<file path="src/design/rfc_pkg.sv">
// Shared types and constants of the replay filter cache
package rfc_pkg;

  localparam int CACHE_DEPTH_DEF = 32;
  localparam int ID_W            = 32;
  localparam int STAMP_W         = 32;
  localparam int WINDOW_W        = 32;
  localparam int OPCODE_W        = 2;
  localparam int ENTRY_COUNT_W   = 6;

  localparam logic [WINDOW_W-1:0] WINDOW_RESET = WINDOW_W'(30000);

  localparam logic [OPCODE_W-1:0] OP_CHECK = 2'd0;
  localparam logic [OPCODE_W-1:0] OP_ADD   = 2'd1;
  localparam logic [OPCODE_W-1:0] OP_PURGE = 2'd2;

  typedef struct packed {
    logic [ID_W-1:0]    pkt_id;
    logic [STAMP_W-1:0] stamp;
    logic               live;
  } entry_t;

  typedef struct packed {
    logic shift;
    logic sort;
    logic phase;
  } cell_ctl_t;

  typedef enum logic [3:0] {
    S_IDLE = 4'b0001,
    S_SCAN = 4'b0010,
    S_SORT = 4'b0100,
    S_DONE = 4'b1000
  } state_e;

endpackage

</file>
<file path="src/design/rfc_req_if.sv">
// Request channel of the replay filter cache
interface rfc_req_if import rfc_pkg::*; ();
  logic                valid;
  logic                ready;
  logic [OPCODE_W-1:0] opcode;
  logic [ID_W-1:0]     pkt_id;
  logic [STAMP_W-1:0]  packet_time;
  logic [STAMP_W-1:0]  now_time;

  modport source (output valid, opcode, pkt_id, packet_time, now_time, input ready);
  modport sink   (input valid, opcode, pkt_id, packet_time, now_time, output ready);
endinterface

</file>
<file path="src/design/rfc_rsp_if.sv">
// Response channel of the replay filter cache
interface rfc_rsp_if import rfc_pkg::*; ();
  logic                     valid;
  logic                     ready;
  logic                     accepted;
  logic [ENTRY_COUNT_W-1:0] entry_count;

  modport source (output valid, accepted, entry_count, input ready);
  modport sink   (input valid, accepted, entry_count, output ready);
endinterface

</file>
<file path="src/design/rfc_cell.sv">
// One table cell: rotates towards the head or swaps with a neighbour during compaction
module rfc_cell import rfc_pkg::*; #(
  parameter bit ODD      = 1'b0,
  parameter bit LOW_END  = 1'b0,
  parameter bit HIGH_END = 1'b0
) (
  input  logic      clk_i,
  input  cell_ctl_t ctl_i,
  input  entry_t    upper_i,
  input  entry_t    lower_i,
  output entry_t    entry_o
);

  entry_t entry_q, entry_d;
  logic   as_lower, as_upper, take_up, take_low;

  always_comb begin
    as_lower = (ODD == ctl_i.phase) && !HIGH_END;
    as_upper = (ODD != ctl_i.phase) && !LOW_END;
    take_up  = ctl_i.sort && as_lower && !entry_q.live && upper_i.live;
    take_low = ctl_i.sort && as_upper && !lower_i.live && entry_q.live;
    entry_d  = entry_q;
    if (ctl_i.shift || take_up) begin
      entry_d = upper_i;
    end else if (take_low) begin
      entry_d = lower_i;
    end
  end

  always_ff @(posedge clk_i) begin
    entry_q <= entry_d;
  end

  assign entry_o = entry_q;

endmodule

</file>
<file path="src/design/replay_filter_cache.sv">
// Replay filter cache top level: control sequencer around a rotating row of cells
//
// The table is a ring of CACHE_DEPTH cells that rotates one place per cycle past a
// single head comparator, so every operation walks the whole table. A check, an
// append to a table with room, and an unused opcode make one rotation before the
// response. An add to a full table needs a second rotation: the first finds the
// oldest entry, the second replaces it. A purge makes one rotation that marks the
// entries still inside the window, then rounds of odd/even neighbour swaps move
// them to the front in their original order. One request is worked at a time;
// the next one is taken while the previous response waits in its output register.
// The window register is written through cfg_we_i/cfg_wdata_i; the user must do so
// only while the block is idle, as the block itself does not enforce it.
module replay_filter_cache import rfc_pkg::*; #(
  parameter int CACHE_DEPTH = CACHE_DEPTH_DEF
) (
  input  logic                clk_i,
  input  logic                rst_ni,
  input  logic                cfg_we_i,
  input  logic [WINDOW_W-1:0] cfg_wdata_i,
  rfc_req_if.sink             req_i,
  rfc_rsp_if.source           rsp_o
);

  localparam int IW = (CACHE_DEPTH > 1) ? $clog2(CACHE_DEPTH) : 1;
  localparam int CW = $clog2(CACHE_DEPTH + 1);

  state_e                   state_q, state_d;
  logic [IW-1:0]            cnt_q, cnt_d;
  logic                     pass2_q, pass2_d;
  logic [OPCODE_W-1:0]      op_q, op_d;
  logic [ID_W-1:0]          id_q, id_d;
  logic [STAMP_W-1:0]       now_q, now_d;
  logic                     win_ok_q, win_ok_d;
  logic                     hit_q, hit_d;
  logic [STAMP_W-1:0]       min_q, min_d;
  logic [IW-1:0]            victim_q, victim_d;
  logic [CW-1:0]            kept_q, kept_d;
  logic [CW-1:0]            count_q, count_d;
  logic                     acc_q, acc_d;
  logic [WINDOW_W-1:0]      window_q;
  logic                     rsp_valid_q, rsp_valid_d;
  logic                     rsp_acc_q, rsp_acc_d;
  logic [ENTRY_COUNT_W-1:0] rsp_count_q, rsp_count_d;

  entry_t                   cells [CACHE_DEPTH];
  entry_t                   head, feed, new_e;
  cell_ctl_t                ctl;
  logic                     last, full, in_use, hit_now, keep_now, req_fire;
  logic [CW-1:0]            cnt_ext;
  logic [STAMP_W-1:0]       diff, age;
  logic [CW+ENTRY_COUNT_W-1:0] count_wide;

  assign req_i.ready = (state_q == S_IDLE);
  assign req_fire    = req_i.valid && req_i.ready;

  always_comb begin
    head     = cells[0];
    new_e    = '{pkt_id: id_q, stamp: now_q, live: 1'b1};
    cnt_ext  = CW'(cnt_q);
    last     = (cnt_q == IW'(CACHE_DEPTH - 1));
    full     = (count_q == CW'(CACHE_DEPTH));
    in_use   = (cnt_ext < count_q);
    hit_now  = in_use && (head.pkt_id == id_q);
    age      = now_q - head.stamp;
    keep_now = in_use && (age <= window_q);
    diff     = (req_i.packet_time > req_i.now_time) ? (req_i.packet_time - req_i.now_time)
                                                    : (req_i.now_time - req_i.packet_time);

    feed = head;
    case (op_q)
      OP_ADD: begin
        if (!full) begin
          if (cnt_ext == count_q) begin
            feed = new_e;
          end
        end else if (pass2_q && (cnt_q == victim_q)) begin
          feed = new_e;
        end
      end
      OP_PURGE: begin
        feed.live = keep_now;
      end
      default: begin
        feed = head;
      end
    endcase

    ctl.shift = (state_q == S_SCAN);
    ctl.sort  = (state_q == S_SORT);
    ctl.phase = cnt_q[0];
  end

  for (genvar k = 0; k < CACHE_DEPTH; k++) begin : g_cell
    rfc_cell #(
      .ODD      (bit'(k % 2)),
      .LOW_END  (k == 0),
      .HIGH_END (k == CACHE_DEPTH - 1)
    ) u_cell (
      .clk_i   (clk_i),
      .ctl_i   (ctl),
      .upper_i ((k == CACHE_DEPTH - 1) ? feed : cells[(k + 1) % CACHE_DEPTH]),
      .lower_i ((k == 0) ? feed : cells[(k + CACHE_DEPTH - 1) % CACHE_DEPTH]),
      .entry_o (cells[k])
    );
  end

  always_comb begin
    state_d     = state_q;
    cnt_d       = cnt_q;
    pass2_d     = pass2_q;
    op_d        = op_q;
    id_d        = id_q;
    now_d       = now_q;
    win_ok_d    = win_ok_q;
    hit_d       = hit_q;
    min_d       = min_q;
    victim_d    = victim_q;
    kept_d      = kept_q;
    count_d     = count_q;
    acc_d       = acc_q;
    count_wide  = {{ENTRY_COUNT_W{1'b0}}, count_q};
    rsp_valid_d = rsp_valid_q && !rsp_o.ready;
    rsp_acc_d   = rsp_acc_q;
    rsp_count_d = rsp_count_q;

    case (state_q)
      S_IDLE: begin
        if (req_fire) begin
          op_d     = req_i.opcode;
          id_d     = req_i.pkt_id;
          now_d    = req_i.now_time;
          win_ok_d = (diff <= window_q);
          hit_d    = 1'b0;
          kept_d   = '0;
          pass2_d  = 1'b0;
          cnt_d    = '0;
          state_d  = S_SCAN;
        end
      end
      S_SCAN: begin
        cnt_d = cnt_q + IW'(1);
        hit_d = hit_q || hit_now;
        if (keep_now) begin
          kept_d = kept_q + CW'(1);
        end
        if (!pass2_q && ((cnt_q == '0) || (head.stamp < min_q))) begin
          min_d    = head.stamp;
          victim_d = cnt_q;
        end
        if (last) begin
          cnt_d = '0;
          acc_d = 1'b0;
          case (op_q)
            OP_CHECK: begin
              acc_d   = win_ok_q && !(hit_q || hit_now);
              state_d = S_DONE;
            end
            OP_ADD: begin
              if (!full) begin
                count_d = count_q + CW'(1);
                state_d = S_DONE;
              end else if (!pass2_q) begin
                pass2_d = 1'b1;
              end else begin
                state_d = S_DONE;
              end
            end
            OP_PURGE: begin
              count_d = kept_q + CW'(keep_now);
              state_d = S_SORT;
            end
            default: begin
              state_d = S_DONE;
            end
          endcase
        end
      end
      S_SORT: begin
        cnt_d = cnt_q + IW'(1);
        if (last) begin
          cnt_d   = '0;
          state_d = S_DONE;
        end
      end
      S_DONE: begin
        if (!rsp_valid_q || rsp_o.ready) begin
          rsp_valid_d = 1'b1;
          rsp_acc_d   = acc_q;
          rsp_count_d = count_wide[ENTRY_COUNT_W-1:0];
          state_d     = S_IDLE;
        end
      end
      default: begin
        state_d = S_IDLE;
      end
    endcase
  end

  always_ff @(posedge clk_i or negedge rst_ni) begin
    if (!rst_ni) begin
      state_q     <= S_IDLE;
      cnt_q       <= '0;
      pass2_q     <= 1'b0;
      count_q     <= '0;
      window_q    <= WINDOW_RESET;
      rsp_valid_q <= 1'b0;
    end else begin
      state_q     <= state_d;
      cnt_q       <= cnt_d;
      pass2_q     <= pass2_d;
      count_q     <= count_d;
      rsp_valid_q <= rsp_valid_d;
      if (cfg_we_i) begin
        window_q <= cfg_wdata_i;
      end
    end
  end

  always_ff @(posedge clk_i) begin
    op_q        <= op_d;
    id_q        <= id_d;
    now_q       <= now_d;
    win_ok_q    <= win_ok_d;
    hit_q       <= hit_d;
    min_q       <= min_d;
    victim_q    <= victim_d;
    kept_q      <= kept_d;
    acc_q       <= acc_d;
    rsp_acc_q   <= rsp_acc_d;
    rsp_count_q <= rsp_count_d;
  end

  assign rsp_o.valid       = rsp_valid_q;
  assign rsp_o.accepted    = rsp_acc_q;
  assign rsp_o.entry_count = rsp_count_q;

  a_count_range: assert property (@(posedge clk_i) disable iff (!rst_ni)
    count_q <= CW'(CACHE_DEPTH))
    else $error("entry count beyond table depth");

  a_idle_cnt: assert property (@(posedge clk_i) disable iff (!rst_ni)
    (state_q == S_IDLE) |-> (cnt_q == '0))
    else $error("pass counter not parked while idle");

  a_check_count: assert property (@(posedge clk_i) disable iff (!rst_ni)
    (state_q == S_SCAN && op_q == OP_CHECK) |=> $stable(count_q))
    else $error("check changed the entry count");

  a_add_nonempty: assert property (@(posedge clk_i) disable iff (!rst_ni)
    (state_q == S_DONE && op_q == OP_ADD) |-> (count_q != '0))
    else $error("table empty after add");

endmodule
</file>
<file path="src/flat_wrapper.sv">
// flat-port wrapper written by rule: the top's interface ports become plain ports
module replay_filter_cache_flat import rfc_pkg::*;
#(
  parameter int CACHE_DEPTH = CACHE_DEPTH_DEF
)
  (clk_i, rst_ni, cfg_we_i, cfg_wdata_i, req_i_valid, req_i_opcode, req_i_pkt_id, req_i_packet_time, req_i_now_time, req_i_ready, rsp_o_valid, rsp_o_accepted, rsp_o_entry_count, rsp_o_ready);
  rfc_req_if req_i_i ();
  rfc_rsp_if rsp_o_i ();
  input  logic clk_i;
  input  logic rst_ni;
  input  logic cfg_we_i;
  input  logic [WINDOW_W-1:0] cfg_wdata_i;
  input wire logic [$bits(req_i_i.valid)-1:0] req_i_valid;
  input wire logic [$bits(req_i_i.opcode)-1:0] req_i_opcode;
  input wire logic [$bits(req_i_i.pkt_id)-1:0] req_i_pkt_id;
  input wire logic [$bits(req_i_i.packet_time)-1:0] req_i_packet_time;
  input wire logic [$bits(req_i_i.now_time)-1:0] req_i_now_time;
  output wire logic [$bits(req_i_i.ready)-1:0] req_i_ready;
  output wire logic [$bits(rsp_o_i.valid)-1:0] rsp_o_valid;
  output wire logic [$bits(rsp_o_i.accepted)-1:0] rsp_o_accepted;
  output wire logic [$bits(rsp_o_i.entry_count)-1:0] rsp_o_entry_count;
  input wire logic [$bits(rsp_o_i.ready)-1:0] rsp_o_ready;
  assign req_i_i.valid = req_i_valid;
  assign req_i_i.opcode = req_i_opcode;
  assign req_i_i.pkt_id = req_i_pkt_id;
  assign req_i_i.packet_time = req_i_packet_time;
  assign req_i_i.now_time = req_i_now_time;
  assign req_i_ready = req_i_i.ready;
  assign rsp_o_valid = rsp_o_i.valid;
  assign rsp_o_accepted = rsp_o_i.accepted;
  assign rsp_o_entry_count = rsp_o_i.entry_count;
  assign rsp_o_i.ready = rsp_o_ready;
  replay_filter_cache #(.CACHE_DEPTH(CACHE_DEPTH)) u_core (.clk_i(clk_i), .rst_ni(rst_ni), .cfg_we_i(cfg_we_i), .cfg_wdata_i(cfg_wdata_i), .req_i(req_i_i), .rsp_o(rsp_o_i));
endmodule
</file>
<file path="config.mk">
export PLATFORM = sky130hd
export DESIGN_NAME = replay_filter_cache_flat
export DESIGN_NICKNAME = d
export VERILOG_FILES = /design/src/design/rfc_pkg.sv /design/src/design/rfc_req_if.sv /design/src/design/rfc_rsp_if.sv /design/src/design/rfc_cell.sv /design/src/design/replay_filter_cache.sv /design/src/flat_wrapper.sv
export SDC_FILE = /design/constraint.sdc
export NUM_CORES = 2
export LEC_CHECK = 0
export BUFFER_PORTS_ARGS = -buffer_cell sky130_fd_sc_hd__buf_4
export CAP_MARGIN = 20
export CORE_MARGIN = 3
export CORE_UTILIZATION = 45
export CTS_BUF_LIST = sky130_fd_sc_hd__clkbuf_2 sky130_fd_sc_hd__clkbuf_4 sky130_fd_sc_hd__clkbuf_8
export DETAILED_ROUTE_END_ITERATION = 10
export PLACE_DENSITY = 0.7
export SKIP_CTS_REPAIR_TIMING = 1
export SLEW_MARGIN = 20
export SYNTH_ARGS = -nofsm -noshare
export SYNTH_HDL_FRONTEND = slang
export SYNTH_SLANG_ARGS = --single-unit
</file>
<file path="constraint.sdc">
create_clock -name clk_i -period 28.8 [get_ports clk_i]
set_input_delay 2.88 -clock clk_i [delete_from_list [all_inputs] [get_ports clk_i]]
set_output_delay 2.88 -clock clk_i [all_outputs]
set_load 0.02 [all_outputs]
</file>
# ---- Yosys cells after proc, flatten, opt, wreduce, memory -nomap -nowiden
# Index checks and enable logic that the tools add are counted.
dict set report classes {
  bitwise 1
  n_mux 92
  n_eq_ne 20
  magnitude_cmp 5
  n_reduce_logical 187
  addsub 7
}
# op count
set op_table {}
lappend op_table {{$mux 65} 65}
lappend op_table {{$sub 32x32->32} 3}
lappend op_table {{$logic_and 1x1->1} 71}
lappend op_table {{$reduce_bool 2->1} 34}
lappend op_table {{$le 32x32->1} 2}
lappend op_table {{$mux 64} 1}
lappend op_table {{$logic_not 1->1} 35}
lappend op_table {{$logic_or 1x1->1} 34}
lappend op_table {{$eq 32x32->1} 1}
lappend op_table {{$gt 32x32->1} 1}
lappend op_table {{$lt 32x32->1} 1}
lappend op_table {{$mux 32} 1}
lappend op_table {{$mux 4} 6}
lappend op_table {{$pmux 6 s2} 2}
lappend op_table {{$mux 6} 3}
lappend op_table {{$pmux 4 s4} 1}
lappend op_table {{$add 6x1->6 const B} 2}
lappend op_table {{$ne 2x1->1 const B} 6}
lappend op_table {{$reduce_and 2->1} 6}
lappend op_table {{$mux 5} 2}
lappend op_table {{$pmux 5 s2} 1}
lappend op_table {{$reduce_and 5->1} 2}
lappend op_table {{$pmux 4 s2} 1}
lappend op_table {{$add 6x1->6} 1}
lappend op_table {{22 further kinds} 30}
dict set report totals {
  in_bits 135
  register_bits 2248
}

# ---- Depth between registers and ports, before layout
dict set report depth {
  word_depth 6
  mapped_depth 28
  depth_no_buf 28
}

# ---- Modules after synthesis
# Synthesis repeated with hierarchy kept, for this count alone.
dict set report unflattened {
  hier_cells 6055
  hier_area_um2 108896.9
}
# mod cells_each instances area_each_um2
set by_module_without_submodules {}
lappend by_module_without_submodules {{rfc_cell (u_core.g_cell[10].u_cell ...)} 141 15 2981.6}
lappend by_module_without_submodules {{rfc_cell (u_core.g_cell[11].u_cell ...)} 141 15 2967.8}
lappend by_module_without_submodules {replay_filter_cache 1619 1 14777.9}
lappend by_module_without_submodules {{rfc_cell (u_core.g_cell[31].u_cell)} 139 1 2909.0}
lappend by_module_without_submodules {{rfc_cell (u_core.g_cell[0].u_cell)} 67 1 1968.1}

# ---- Least setup slack after synthesis
# Ideal clock, no wire load.
dict set report synth_timing {
  path_kind {register to register}
  startpoint {register u_core.state_q[1]}
  endpoint {register u_core.g_cell[1].u_cell.entry_q, in the netlist u_core.g_cell[1].u_cell.entry_o[0] (enable)}
  path_stages_with_launch 6
  t_arrival_ps 8987
  synth_period_minus_slack_ps 9385
  setup_slack_ps 19415
  required_time_ps 28401
  path_cell_list {dfrtp_1 nor2_1 nand3b_1 clkbuf_1 o41ai_1 a31o_2}
}
dict set report synth_via {
  elab_chain_cells 6
  word_cells_on_any_way 10
  classes_between {eq/ne (2); reduce/logical (8)}
}
# item line_no
set synth_lines {}
lappend synth_lines {{start: declaration} replay_filter_cache.sv:27} ;# state_e state_q, state_d;
lappend synth_lines {{start signal: assignment} replay_filter_cache.sv:208} ;# state_q <= state_d;
lappend synth_lines {{$eq 4x3->1} replay_filter_cache.sv:89} ;# ctl.sort = (state_q == S_SORT);
lappend synth_lines {{$logic_and 1x1->1 (3 in series)} rfc_cell.sv:20} ;# take_up = ctl_i.sort && as_lower && !entry_q.live && upper_i.live;
lappend synth_lines {{$logic_or 1x1->1} rfc_cell.sv:23} ;# if (ctl_i.shift || take_up) begin
lappend synth_lines {{$reduce_bool 2->1 (no line) (*)} -}
lappend synth_lines {{end signal: assignment} rfc_cell.sv:31} ;# entry_q <= entry_d;
lappend synth_lines {{end: declaration} rfc_cell.sv:14} ;# entry_t entry_q, entry_d;
# Every way passes the cells marked *; elsewhere a longest branch is shown, timed or not.
# A chain may end at the register's enable or synchronous reset.

# ---- Final worst setup path
dict set report layout_timing {
  startpoint {input port req_i_packet_time[0]}
  endpoint {register u_core.win_ok_q, data pin}
}
dict set report layout_via {
  elab_chain_cells 3
  word_cells_on_any_way 5
  classes_between {add/sub (2); order compare (2); mux (1)}
}
# item line_no
set layout_lines {}
lappend layout_lines {{start: declaration} flat_wrapper.sv:16} ;# input wire logic [$bits(req_i_i.packet_time)-1:0] req_i_packet_time;
lappend layout_lines {{$sub 32x32->32 (tied with other cells)} replay_filter_cache.sv:67} ;# : (req_i.now_time - req_i.packet_time);
lappend layout_lines {{$mux 32 (*)} replay_filter_cache.sv:66} ;# diff = (req_i.packet_time > req_i.now_time) ? (req_i.packet_time - req_i.now_time)
lappend layout_lines {{$le 32x32->1 (*)} replay_filter_cache.sv:132} ;# win_ok_d = (diff <= window_q);
lappend layout_lines {{end signal: assignment} replay_filter_cache.sv:223} ;# win_ok_q <= win_ok_d;
lappend layout_lines {{end: declaration} replay_filter_cache.sv:33} ;# logic win_ok_q, win_ok_d;
# Marks and branches as above.

==> results.toml <==
[layout]
final_design_area_no_fill_sq_mm = 0.1128
mostFrequentLayoutCells = "2199 x edfxtp_1, 1940 x mux2_2, 388 x clkbuf_8"
utilization_pct = 50.70
nets = 6722
layout_commonest_cell = "edfxtp_1"
area_delta_synth_final_pct = 11.82
final_layout_size_suffix_gt1_share_pct = 42.40

[power_and_ir_drop]
power_leakage_nw = 31.49
p_total_w = 0.009068
ir_drop_uv = 64.13
power_density_mw_per_mm2 = 80.38

[critical_path]
cp.arrival_ps = 8130
crit_start = "req_i_packet_time[0]"
reg2reg_from = "u_core.g_cell[0].u_cell.entry_o[2]"
cp_slowest_cell = "buf_4"
cp.required_ps = 29640
critPathTopFamily = "compound AO/OA/AOI/OAI gates"
crit_type = "in -> reg"
worstSetupEndpointType = "flip-flop"
critPathMaxFanout = 50
cpPeakStageDelay_ps = 560
cp.depth = 26
cp_num_buf_inv = 4
cp_common_cell = "a21o_1"
startpoint_type = "primary input"
r2r_cells = 24
rrSetupSlack_ps = 21760

[floorplan]
die_w_um = 479.5
die-height_um = 479.5
core_sq_mm = 0.2225
io_pins = 144
start_util_pct = 45.34
num_rows = 173
design.die.area_sq_mm = 0.2299

[clock_network]
cts_tree = "done"
clk_pin_slew_ps = 60
clockBufferDepth = 4
cts.sinks = 2248
cts-buffers-inserted = 377
cts_root_buf = "clkbuf_8"
worstSkewPairLatency_ps = 1070
htreeDepth = 5

[grt]
grt_max_degree = 75
grt_usage_pct = 22.84
grt_pass1_vias = 57420
grt_overflow = 0
antenna_found_initial = 26
grt_pass1_wl_um = 390400

[sta]
tightest_slew_ps = 1118
period_minus_slack_ps = 7285
tns_ps = 0
finalCritPeriodShare_pct = 25.29
setup_viol = 0
timing.clock.skew_ps = 88.48
slew_headroom_pct = 23.33
rsz0062_at_grt = "no"
slew_viol_final = 0
clock.fmax_mhz = 137.3
finalHoldViolations = 0

[drt]
via_per_inst = 5.848
met1_length_um = 117500
vias = 56250
ant_nets = 0
wl_per_cell_um = 27.96
drt_wl_total_um = 268900
top_layer_used = "met5"
firstDrtPassIters = 5
drc = 0
met3_length_um = 19730
drt_iter0_drc = 5653
wl_met2_um = 124300

[run_status]
status = "finished, final reports clean"

[logic_synthesis]
synth.top_cell.area_share_pct = 65.45
syn_nets = 6401
yosysSeqAreaShare_pct = 66.68
ys_seq_elements = 2248
postSynthAreaPerCell_sq_um = 16.65
yosys.area.top_type = "edfxtp_1"
syn_area_sq_mm = 0.1009
yosys_warnings = 0
ys.flop_type = "edfxtp_1"
synth_cell_types = 84
synth-async-reset-ratio_pct = 2.180
synth.area.top_cells = "edfxtp_1 65%, mux2_2 22%, ha_1 2.5%"
syn_inst = 6058
synth_edf_count = 2199

[placement]
dp_hpwl_um = 168100
io_buffers = 143
routabilityCongestion = 0.8806
place_area_sq_mm = 0.1058

[min_path]
hp-class = "reg -> reg"
min_from = "u_core.g_cell[1].u_cell.entry_o[51]"
hold_depth = 0

[run]
cap_violations = 0
-- cell usage after synthesis (8+ instances only) --
cell type / instances
inv_1: 212
buf_2: 20
xor2_1: 53
o211ai_1: 11
a31o_2: 19
nor2b_1: 21
dfstp_2: 8
xnor2_1: 48
edfxtp_1: 2199
nand4_1: 32
a21o_1: 79
mux2_2: 1940
a211oi_1: 9
a31oi_1: 26
dfrtp_1: 41
nor4_1: 11
a21oi_1: 112
nand2b_1: 14
nand3_1: 17
clkbuf_1: 252
nor3_1: 15
mux2i_1: 78
a21boi_0: 8
nand2_1: 186
o21a_1: 20
ha_1: 205
o21ai_0: 186
or4_1: 15
nor2_1: 83
o21bai_1: 15
and3_1: 11
-- path summary, 6_finish.rpt --
kind	endpoint
max	u_core.win_ok_q
min	u_core.g_cell[0].u_cell.entry_o[51]
max reg2reg	u_core.count_q[2]
min reg2reg	u_core.g_cell[0].u_cell.entry_o[51]
max in group asynchronous	u_core.state_q[2]
min in group asynchronous	u_core.window_q[30]
-- cells by family after synthesis --
kind of cell	Yosys count	synth area share (%)
muxes	2018	22.43
AOI/OAI and AO/OA	541	3.380
buffers and inverters	498	1.915
DFF	2248	66.68
adders and majority gates	208	2.602
xor gates and xnor gates	101	0.8768
and+or+nand+nor	444	2.121
-- layer usage --
metal	GRT usage (%)	vias up
li1	-	24080
met3	4.174	405
met5	0	-
met4	6.945	4
met2	36.22	2380
met1	32.13	29380
-- report_power, final --
part	total (W)	internal [W]	switching, W
Clock	0.00274	0.00147	0.00127
Sequential	0.00424	0.00412	0.000124
Combinational	0.00209	0.000651	0.00144
Total	0.00907	0.00623	0.00283
-- metrics by stage --
step | cells | hold slack [ps] | setup WS [ps]
after global routing | 9616 | 447.4 | 21240
after global placement | 8972 | 426.1 | 20490
after detailed placement | 8974 | 429.8 | 20530
after CTS | 9613 | 425.0 | 21650
final | 9619 | 428.0 | 21520
after floorplan | 6058 | 400.3 | 19410
-- flip-flops by register name, summed over array words and instances (netlist names), 4 cells and up --
signal / count
u_core.window_q: 32
u_core.rsp_o.entry_count: 6
u_core.count_q: 6
u_core.victim_q: 5
u_core.state_q: 4
u_core.g_cell.u_cell.entry_o: 2080
u_core.id_q: 32
u_core.cnt_q: 5
u_core.min_q: 32
u_core.now_q: 32
u_core.kept_q: 6
-- layout make-up --
class / count / area [sq um]
clock inverter: 146 / 892.1
clock buffer: 493 / 6128
tap: 2975 / 3722
fill: 18440 / 109700
timing repair buffer: 228 / 1732
antenna: 5 / 12.51
sequential: 2248 / 67270
inverter: 212 / 797.0
multi-input combinational: 3312 / 32260
-- worst register-to-register path, stage by stage (launching register included) --
cell and delay, ps:
edfxtp_1 490, inv_1 90, ha_1 290, nor2b_1 150
o2111ai_1 250, a21boi_0 280, a221oi_1 680, o211ai_1 280
a41oi_1 570, o21ai_0 260, a21o_1 220, a21oi_1 160
xnor2_1 110, ha_1 290, nand4_1 190, nor4_1 790
o21ai_0 200, a41oi_1 630, inv_1 110, ha_1 220
ha_1 210, xnor2_1 150, nor2_1 50, a31oi_1 130
o21ai_0 90
(Power assumes the default switching activity.)
